**config.mk**
```make
export PLATFORM = sky130hd
export DESIGN_NAME = thick_line_tile_rasterizer_core_flat
export DESIGN_NICKNAME = d
export VERILOG_FILES = /design/src/hdl/tlr_pkg.sv /design/src/hdl/tlr_if.sv /design/src/hdl/thick_line_tile_rasterizer_core.sv /design/src/hdl/tlr_walker.sv /design/src/flat_wrapper.sv
export SDC_FILE = /design/constraint.sdc
export NUM_CORES = 1
export LEC_CHECK = 0
export BUFFER_PORTS_ARGS = -buffer_cell sky130_fd_sc_hd__buf_2
export CORE_UTILIZATION = 67
export CTS_CLUSTER_SIZE = 30
export DETAILED_ROUTE_END_ITERATION = 10
export PLACE_DENSITY = 0.87
export SETUP_SLACK_MARGIN = 0.15
export SYNTH_ARGS = -nofsm -noshare
export SYNTH_HDL_FRONTEND = slang
export SYNTH_SLANG_ARGS = --single-unit
```
**constraint.sdc**
```tcl
create_clock -name clock -period 16.3 [get_ports clock]
set_clock_uncertainty 0.1 [all_clocks]
set_input_delay 1.63 -clock clock [delete_from_list [all_inputs] [get_ports clock]]
set_output_delay 1.63 -clock clock [all_outputs]
set_load 0.01 [all_outputs]
```
**src/hdl/tlr_pkg.sv**
```systemverilog
// Shared types and constants for the thick line tile rasterizer.
// Used by the channel interfaces, the line walker and the top level.
package tlr_pkg;

   // Default coordinate and width field sizes.
   localparam int COORD_BITS_DEF = 15;
   localparam int WIDTH_BITS_DEF = 4;

   // Width of the emitted tile coordinates.
   localparam int TILE_BITS = 16;

   // Request operation codes.
   typedef enum logic {
      OP_LOAD = 1'b0,
      OP_STEP = 1'b1
   } op_type;

   // One tile produced by the walker in the cycle of its request.
   typedef struct packed {
      logic                        emit;
      logic signed [TILE_BITS-1:0] tile_x;
      logic signed [TILE_BITS-1:0] tile_y;
      logic                        last;
   } tile_type;

endpackage

```
**src/hdl/tlr_if.sv**
```systemverilog
// Valid/ready channel interfaces for the thick line tile rasterizer.
// Depends on tlr_pkg for default field sizes and the tile width.
interface tlr_req_if #(
   parameter int COORD_BITS = tlr_pkg::COORD_BITS_DEF,
   parameter int WIDTH_BITS = tlr_pkg::WIDTH_BITS_DEF
);
   logic                         valid;
   logic                         ready;
   logic                         op;
   logic signed [COORD_BITS-1:0] start_x;
   logic signed [COORD_BITS-1:0] start_y;
   logic signed [COORD_BITS-1:0] end_x;
   logic signed [COORD_BITS-1:0] end_y;
   logic [WIDTH_BITS-1:0]        width;

   modport source (
      output valid, op, start_x, start_y, end_x, end_y, width,
      input  ready
   );
   modport sink (
      input  valid, op, start_x, start_y, end_x, end_y, width,
      output ready
   );
endinterface

interface tlr_rsp_if;
   logic                                 valid;
   logic                                 ready;
   logic signed [tlr_pkg::TILE_BITS-1:0] tile_x;
   logic signed [tlr_pkg::TILE_BITS-1:0] tile_y;
   logic                                 last;

   modport source (
      output valid, tile_x, tile_y, last,
      input  ready
   );
   modport sink (
      input  valid, tile_x, tile_y, last,
      output ready
   );
endinterface

```
**src/hdl/thick_line_tile_rasterizer_core.sv**
```systemverilog
// Top level of the thick line tile rasterizer: handshake and result register.
// Depends on tlr_pkg, tlr_req_if, tlr_rsp_if and tlr_walker.
//
//   channel   dir   handshake      payload
//   req       in    valid/ready    op, start_x, start_y, end_x, end_y, width
//   rsp       out   valid/ready    tile_x, tile_y, last
//
// One request per cycle unless stalled: a step request reads the run state,
// forms its tile and updates the state in the same cycle; the tile appears in
// the result register on the next cycle. A load request produces no tile.
// Synchronous reset clears the run (no line loaded) and the rsp valid flag.
// A stalled result blocks new requests only while it is still unread.
module thick_line_tile_rasterizer_core #(
   parameter int COORD_BITS = tlr_pkg::COORD_BITS_DEF,
   parameter int WIDTH_BITS = tlr_pkg::WIDTH_BITS_DEF
) (
   input logic       clock,
   input logic       reset,
   tlr_req_if.sink   req,
   tlr_rsp_if.source rsp
);

   logic              req_accept;
   logic              req_load;
   logic              req_step;
   tlr_pkg::tile_type walk_tile;

   logic                                 rsp_valid_ff, rsp_valid_in;
   logic signed [tlr_pkg::TILE_BITS-1:0] rsp_tile_x_ff;
   logic signed [tlr_pkg::TILE_BITS-1:0] rsp_tile_y_ff;
   logic                                 rsp_last_ff;

   // Accept whenever the result register is free or being drained
   assign req.ready  = !rsp_valid_ff || rsp.ready;
   assign req_accept = req.valid && req.ready;
   assign req_load   = req_accept && (tlr_pkg::op_type'(req.op) == tlr_pkg::OP_LOAD);
   assign req_step   = req_accept && (tlr_pkg::op_type'(req.op) == tlr_pkg::OP_STEP);

   tlr_walker #(
      .COORD_BITS (COORD_BITS),
      .WIDTH_BITS (WIDTH_BITS)
   ) u_walker (
      .clock   (clock),
      .reset   (reset),
      .load    (req_load),
      .step    (req_step),
      .start_x (req.start_x),
      .start_y (req.start_y),
      .end_x   (req.end_x),
      .end_y   (req.end_y),
      .width   (req.width),
      .tile    (walk_tile)
   );

   // Fill on a new tile, drop once taken
   always_comb begin
      if (walk_tile.emit) begin
         rsp_valid_in = 1'b1;
      end else if (rsp.ready) begin
         rsp_valid_in = 1'b0;
      end else begin
         rsp_valid_in = rsp_valid_ff;
      end
   end

   always_ff @(posedge clock) begin
      if (reset) begin
         rsp_valid_ff <= 1'b0;
      end else begin
         rsp_valid_ff <= rsp_valid_in;
      end
   end

   // Capture the tile payload
   always_ff @(posedge clock) begin
      if (walk_tile.emit) begin
         rsp_tile_x_ff <= walk_tile.tile_x;
         rsp_tile_y_ff <= walk_tile.tile_y;
         rsp_last_ff   <= walk_tile.last;
      end
   end

   assign rsp.valid  = rsp_valid_ff;
   assign rsp.tile_x = rsp_tile_x_ff;
   assign rsp.tile_y = rsp_tile_y_ff;
   assign rsp.last   = rsp_last_ff;

endmodule

```
**src/hdl/tlr_walker.sv**
```systemverilog
// Line walker: Bresenham centre stepping plus square brush scan.
// Holds the run state and forms one tile per step request. Depends on tlr_pkg.
module tlr_walker #(
   parameter int COORD_BITS = tlr_pkg::COORD_BITS_DEF,
   parameter int WIDTH_BITS = tlr_pkg::WIDTH_BITS_DEF
) (
   input  logic                         clock,
   input  logic                         reset,
   input  logic                         load,
   input  logic                         step,
   input  logic signed [COORD_BITS-1:0] start_x,
   input  logic signed [COORD_BITS-1:0] start_y,
   input  logic signed [COORD_BITS-1:0] end_x,
   input  logic signed [COORD_BITS-1:0] end_y,
   input  logic [WIDTH_BITS-1:0]        width,
   output tlr_pkg::tile_type            tile
);

   localparam int DELTA_BITS = COORD_BITS + 1;
   localparam int ERR_BITS   = COORD_BITS + 3;
   localparam int HALF_BITS  = (WIDTH_BITS > 1) ? WIDTH_BITS - 1 : 1;
   localparam int CNT_BITS   = HALF_BITS + 1;
   localparam int SUM_BITS   = ((COORD_BITS > CNT_BITS) ? COORD_BITS : CNT_BITS) + 2;
   localparam int WIDE_BITS  = (SUM_BITS > tlr_pkg::TILE_BITS) ? SUM_BITS
                                                               : tlr_pkg::TILE_BITS;

   // Run state
   logic                         busy_ff, busy_in;
   logic signed [COORD_BITS-1:0] centre_x_ff, centre_x_in;
   logic signed [COORD_BITS-1:0] centre_y_ff, centre_y_in;
   logic signed [COORD_BITS-1:0] target_x_ff, target_x_in;
   logic signed [COORD_BITS-1:0] target_y_ff, target_y_in;
   logic [DELTA_BITS-1:0]        delta_x_ff, delta_x_in;
   logic [DELTA_BITS-1:0]        delta_y_ff, delta_y_in;
   logic                         dir_x_ff, dir_x_in;
   logic                         dir_y_ff, dir_y_in;
   logic signed [ERR_BITS-1:0]   error_ff, error_in;
   logic [HALF_BITS-1:0]         half_ff, half_in;
   logic [CNT_BITS-1:0]          col_ff, col_in;
   logic [CNT_BITS-1:0]          row_ff, row_in;

   // Load path
   logic signed [COORD_BITS:0]   diff_x, diff_y;
   logic [DELTA_BITS-1:0]        abs_x, abs_y;

   // Step path
   logic [CNT_BITS-1:0]          span;
   logic                         at_end, col_end, brush_done;
   logic [WIDE_BITS-1:0]         tile_x_wide, tile_y_wide;
   logic signed [ERR_BITS:0]     e2, dx_ext, dy_ext;
   logic                         move_x, move_y;
   logic [COORD_BITS-1:0]        inc_x, inc_y;

   // Absolute deltas of a new line
   always_comb begin
      diff_x = (COORD_BITS+1)'(end_x) - (COORD_BITS+1)'(start_x);
      diff_y = (COORD_BITS+1)'(end_y) - (COORD_BITS+1)'(start_y);
      abs_x  = diff_x[COORD_BITS] ? DELTA_BITS'(-diff_x) : DELTA_BITS'(diff_x);
      abs_y  = diff_y[COORD_BITS] ? DELTA_BITS'(-diff_y) : DELTA_BITS'(diff_y);
   end

   // Brush position and tile coordinates
   always_comb begin
      span        = {half_ff, 1'b0};
      at_end      = (centre_x_ff == target_x_ff) && (centre_y_ff == target_y_ff);
      col_end     = (col_ff >= span);
      brush_done  = col_end && (row_ff >= span);
      tile_x_wide = WIDE_BITS'(centre_x_ff) + WIDE_BITS'(col_ff) - WIDE_BITS'(half_ff);
      tile_y_wide = WIDE_BITS'(centre_y_ff) + WIDE_BITS'(row_ff) - WIDE_BITS'(half_ff);
      tile.emit   = step && busy_ff;
      tile.tile_x = tile_x_wide[tlr_pkg::TILE_BITS-1:0];
      tile.tile_y = tile_y_wide[tlr_pkg::TILE_BITS-1:0];
      tile.last   = at_end && brush_done;
   end

   // Bresenham decisions on the current error
   always_comb begin
      e2     = {error_ff, 1'b0};
      dx_ext = $signed((ERR_BITS+1)'(delta_x_ff));
      dy_ext = $signed((ERR_BITS+1)'(delta_y_ff));
      move_x = (e2 > -dy_ext);
      move_y = (e2 < dx_ext);
      inc_x  = dir_x_ff ? {COORD_BITS{1'b1}} : COORD_BITS'(1);
      inc_y  = dir_y_ff ? {COORD_BITS{1'b1}} : COORD_BITS'(1);
   end

   // Next run state
   always_comb begin
      busy_in     = busy_ff;
      centre_x_in = centre_x_ff;
      centre_y_in = centre_y_ff;
      target_x_in = target_x_ff;
      target_y_in = target_y_ff;
      delta_x_in  = delta_x_ff;
      delta_y_in  = delta_y_ff;
      dir_x_in    = dir_x_ff;
      dir_y_in    = dir_y_ff;
      error_in    = error_ff;
      half_in     = half_ff;
      col_in      = col_ff;
      row_in      = row_ff;
      if (load) begin
         busy_in     = 1'b1;
         centre_x_in = start_x;
         centre_y_in = start_y;
         target_x_in = end_x;
         target_y_in = end_y;
         delta_x_in  = abs_x;
         delta_y_in  = abs_y;
         dir_x_in    = !(start_x < end_x);
         dir_y_in    = !(start_y < end_y);
         error_in    = $signed(ERR_BITS'(abs_x) - ERR_BITS'(abs_y));
         half_in     = HALF_BITS'(width >> 1);
         col_in      = '0;
         row_in      = '0;
      end else if (step && busy_ff) begin
         if (!brush_done) begin
            // advance through the brush, columns inner
            if (col_end) begin
               col_in = '0;
               row_in = row_ff + CNT_BITS'(1);
            end else begin
               col_in = col_ff + CNT_BITS'(1);
            end
         end else begin
            col_in = '0;
            row_in = '0;
            if (at_end) begin
               busy_in = 1'b0;
            end else begin
               // advance the centre one Bresenham step
               error_in = error_ff
                        - (move_x ? $signed(ERR_BITS'(delta_y_ff)) : '0)
                        + (move_y ? $signed(ERR_BITS'(delta_x_ff)) : '0);
               if (move_x) begin
                  centre_x_in = centre_x_ff + inc_x;
               end
               if (move_y) begin
                  centre_y_in = centre_y_ff + inc_y;
               end
            end
         end
      end
   end

   // Hold run control
   always_ff @(posedge clock) begin
      if (reset) begin
         busy_ff <= 1'b0;
      end else begin
         busy_ff <= busy_in;
      end
   end

   // Hold run data
   always_ff @(posedge clock) begin
      centre_x_ff <= centre_x_in;
      centre_y_ff <= centre_y_in;
      target_x_ff <= target_x_in;
      target_y_ff <= target_y_in;
      delta_x_ff  <= delta_x_in;
      delta_y_ff  <= delta_y_in;
      dir_x_ff    <= dir_x_in;
      dir_y_ff    <= dir_y_in;
      error_ff    <= error_in;
      half_ff     <= half_in;
      col_ff      <= col_in;
      row_ff      <= row_in;
   end

endmodule
```
**src/flat_wrapper.sv**
```systemverilog
// flat-port wrapper written by rule: the top's interface ports become plain ports
module thick_line_tile_rasterizer_core_flat 
#(
   parameter int COORD_BITS = tlr_pkg::COORD_BITS_DEF,
   parameter int WIDTH_BITS = tlr_pkg::WIDTH_BITS_DEF
)
  (clock, reset, req_valid, req_op, req_start_x, req_start_y, req_end_x, req_end_y, req_width, req_ready, rsp_valid, rsp_tile_x, rsp_tile_y, rsp_last, rsp_ready);
  tlr_req_if #(.COORD_BITS(COORD_BITS), .WIDTH_BITS(WIDTH_BITS)) req_i ();
  tlr_rsp_if rsp_i ();
  input logic clock;
  input logic reset;
  input wire logic [$bits(req_i.valid)-1:0] req_valid;
  input wire logic [$bits(req_i.op)-1:0] req_op;
  input wire logic [$bits(req_i.start_x)-1:0] req_start_x;
  input wire logic [$bits(req_i.start_y)-1:0] req_start_y;
  input wire logic [$bits(req_i.end_x)-1:0] req_end_x;
  input wire logic [$bits(req_i.end_y)-1:0] req_end_y;
  input wire logic [$bits(req_i.width)-1:0] req_width;
  output wire logic [$bits(req_i.ready)-1:0] req_ready;
  output wire logic [$bits(rsp_i.valid)-1:0] rsp_valid;
  output wire logic [$bits(rsp_i.tile_x)-1:0] rsp_tile_x;
  output wire logic [$bits(rsp_i.tile_y)-1:0] rsp_tile_y;
  output wire logic [$bits(rsp_i.last)-1:0] rsp_last;
  input wire logic [$bits(rsp_i.ready)-1:0] rsp_ready;
  assign req_i.valid = req_valid;
  assign req_i.op = req_op;
  assign req_i.start_x = req_start_x;
  assign req_i.start_y = req_start_y;
  assign req_i.end_x = req_end_x;
  assign req_i.end_y = req_end_y;
  assign req_i.width = req_width;
  assign req_ready = req_i.ready;
  assign rsp_valid = rsp_i.valid;
  assign rsp_tile_x = rsp_i.tile_x;
  assign rsp_tile_y = rsp_i.tile_y;
  assign rsp_last = rsp_i.last;
  assign rsp_i.ready = rsp_ready;
  thick_line_tile_rasterizer_core #(.COORD_BITS(COORD_BITS), .WIDTH_BITS(WIDTH_BITS)) u_core (.clock(clock), .reset(reset), .req(req_i), .rsp(rsp_i));
endmodule
```
==> qor.csv <==
metric,value,unit
status,finished clean,
tightest_slew,1130,ps
grt_antenna_before_repair,2,
drt-total-wl,36.3,mm
rr_startpoint,u_core.u_walker.delta_y_ff[6],
ys.flop_type,edfxtp_1,
power_leakage,0.00699,uW
rows,53,
grt_usage,0.340,
core_area,0.0211,sq mm
tritoncts,built,
clock.fmax,141,MHz
power,2670,uW
hold_ws,388,ps
grt_max_degree,60,
synth_nets,1851,
critPathMaxFanout,12,
start_util,0.687,
synth_top_area_frac,0.307,
cts-root-buf,clkbuf_16,
setup-violations-final,0,
drt_first_pass_iters,6,
dp_hpwl,27.9,mm
synth_edf_count,148,
p_per_area,168,mW/mm^2
die_w,149,um
required,16360,ps
clockBufferDepth,2,
synthTopCellsByArea,"edfxtp_1 31%, ha_1 15%, xnor2_1 6.0%, inv_1 5.2%, xor2_1 4.2%",
drt_first_iter_violations,1194,
place.gp.congestion,0.941,
ant_nets,0,
cts_resized,0,
ys_seq_area_frac,0.321,
cap_violations,0,
synth_most_common_cell,inv_1,
postSynthCellCount,1584,
grt_first_pass_wirelength,59.0,mm
overflow,0,
ioPinCount,104,
viasPerCell,6.25,
synth.largest_area_cell,edfxtp_1,
h-tree-depth,4,
netlist_top_cells_count,"200 x inv_1, 171 x ha_1, 148 x edfxtp_1",
cts_setup_buffers,0,
cp-startpoint,u_core.u_walker.delta_y_ff[6],
fin_nets,1958,
finalMaxSlewViolations,0,
vias,12400,
crit_type,reg -> reg,
ys_ff_latch,158,
areaGrowthSynthToFinish,9.68,%
clkTransAtPathRegs,70,ps
synth_warnings,0,
syn_area_per_cell,9.14,sq um
utilization,0.753,
maxSlewHeadroom,0.234,
io_buffers,102,
cp-start-kind,flop,
die_area,0.0222,sq mm
peakVddDrop,0.000128,V
min_period,7100,ps
rrSetupSlack,9200,ps
synthArstFlopShare,0,
rsz0062_at_grt,no,
synthesis.area,0.0145,sq mm
finalCritPeriodShare,0.436,
tns,0,ps
finalHoldViolations,0,
antennaDiodeCount,0,
drive_gt1_frac,0.110,
crit_end,u_core.u_walker.error_ff[15],
ff2ff_path_depth,23,
die_height,149,um
r2r_end,u_core.u_walker.error_ff[15],
numCtsBuffers,17,
holdCritPathClass,reg -> reg,
drc,0,
crit_path_end_kind,flop,
grt_pass1_vias,12100,
critPathArrivalTime,7170,ps
cts_sinks,158,
wire_per_inst,18.4,um
worstSkewPairLatency,440,ps
ctsHoldBuffers,0,
synth_cell_types,77,
routing by layer:
| layer | GRT usage | vias to the layer above | wire length (um) |
|---|---|---|---|
| li1 | - | 5867 | - |
| met1 | 0.429 | 5890 | 14700 |
| met2 | 0.573 | 508 | 17600 |
| met3 | 0.0633 | 101 | 2750 |
| met4 | 0.142 | 4 | 1240 |
| met5 | 0 | - | 24 |
worst min path at each step:
stage | startpoint | end | slack (ps) | cells past startpoint
2_1_floorplan | u_core.u_walker.busy_ff | u_core.u_walker.busy_ff | 340 | 2
3_3_place_gp | u_core.u_walker.busy_ff | u_core.u_walker.busy_ff | 350 | 2
3_5_place_dp | u_core.u_walker.busy_ff | u_core.u_walker.busy_ff | 370 | 2
4_1_cts | u_core.u_walker.busy_ff | u_core.u_walker.busy_ff | 380 | 2
5_1_grt | u_core.u_walker.busy_ff | u_core.u_walker.busy_ff | 410 | 2
6_report | u_core.u_walker.busy_ff | u_core.u_walker.busy_ff | 390 | 2
where the power goes:
part	switching (uW)	internal, uW	total, uW	leakage (uW)
Sequential	65.0	569	634	0.00145
Combinational	930	708	1640	0.00525
Clock	185	210	396	0.000285
stage by stage:
| step | area, sq um | setup slack [ps] | instances |
|---|---|---|---|
| after floorplan | 14500 | 9990 | 1584 |
| after global placement | 15300 | 9390 | 1947 |
| after detailed placement | 15300 | 9260 | 1947 |
| after CTS | 15900 | 9280 | 1979 |
| after global routing | 15900 | 8770 | 1979 |
| final | 15900 | 9200 | 1979 |
state kept, by name, summed over array words and instances (netlist names), 16 cells and up:
register	flops
u_core.rsp.tile_x	16
u_core.u_walker.error_ff	18
u_core.u_walker.delta_x_ff	16
u_core.rsp.tile_y	16
u_core.u_walker.delta_y_ff	16
cells by family after synthesis:
logic type                 after synthesis  share of synthesized area
muxes                                   26                     0.0194
DFF                                    158                      0.321
adders and majority gates              198                      0.185
buffers and inverters                  223                     0.0580
and+or+nand+nor                        443                      0.149
AOI/OAI and AO/OA                      367                      0.166
xor gates and xnor gates               169                      0.102
critical path: stages (launching register included):
cell	delay, ps
edfxtp_1	490
or4_1	540
nor3_1	440
or3b_2	520
xnor2_1	140
ha_1	180
a21o_1	170
a2111oi_0	410
o21ai_0	170
a21oi_1	150
a221oi_1	120
buf_4	230
and2_1	180
fa_1	570
inv_1	60
ha_1	280
a21oi_1	310
o22ai_1	210
o21ai_0	330
a211oi_1	190
o41ai_1	560
a21oi_1	170
xnor2_1	200
mux2i_1	90
layout make-up:
class,count,area (sq um)
timing repair buffer,109,563
fill,1490,5200
clock buffer,19,454
multi-input combinational,1203,9000
clock inverter,13,115
tap,275,344
inverter,202,761
sequential,158,4640
layout by cell type (no fill, tap or decap), types with 16 or more instances in the layout:
master,count
a21o_1,29
nand2_1,107
inv_1,200
mux2_2,16
and2_1,19
edfxtp_1,148
ha_1,171
nand3_1,29
buf_2,102
nor2_1,130
fa_1,27
nor3_1,40
xnor2_1,100
nor2b_1,21
a31oi_1,16
a21oi_1,117
xor2_1,69
nand4_1,18
clkbuf_16,18
o21ai_0,61
o21a_1,27
Power figures use the tool's default switching activity.
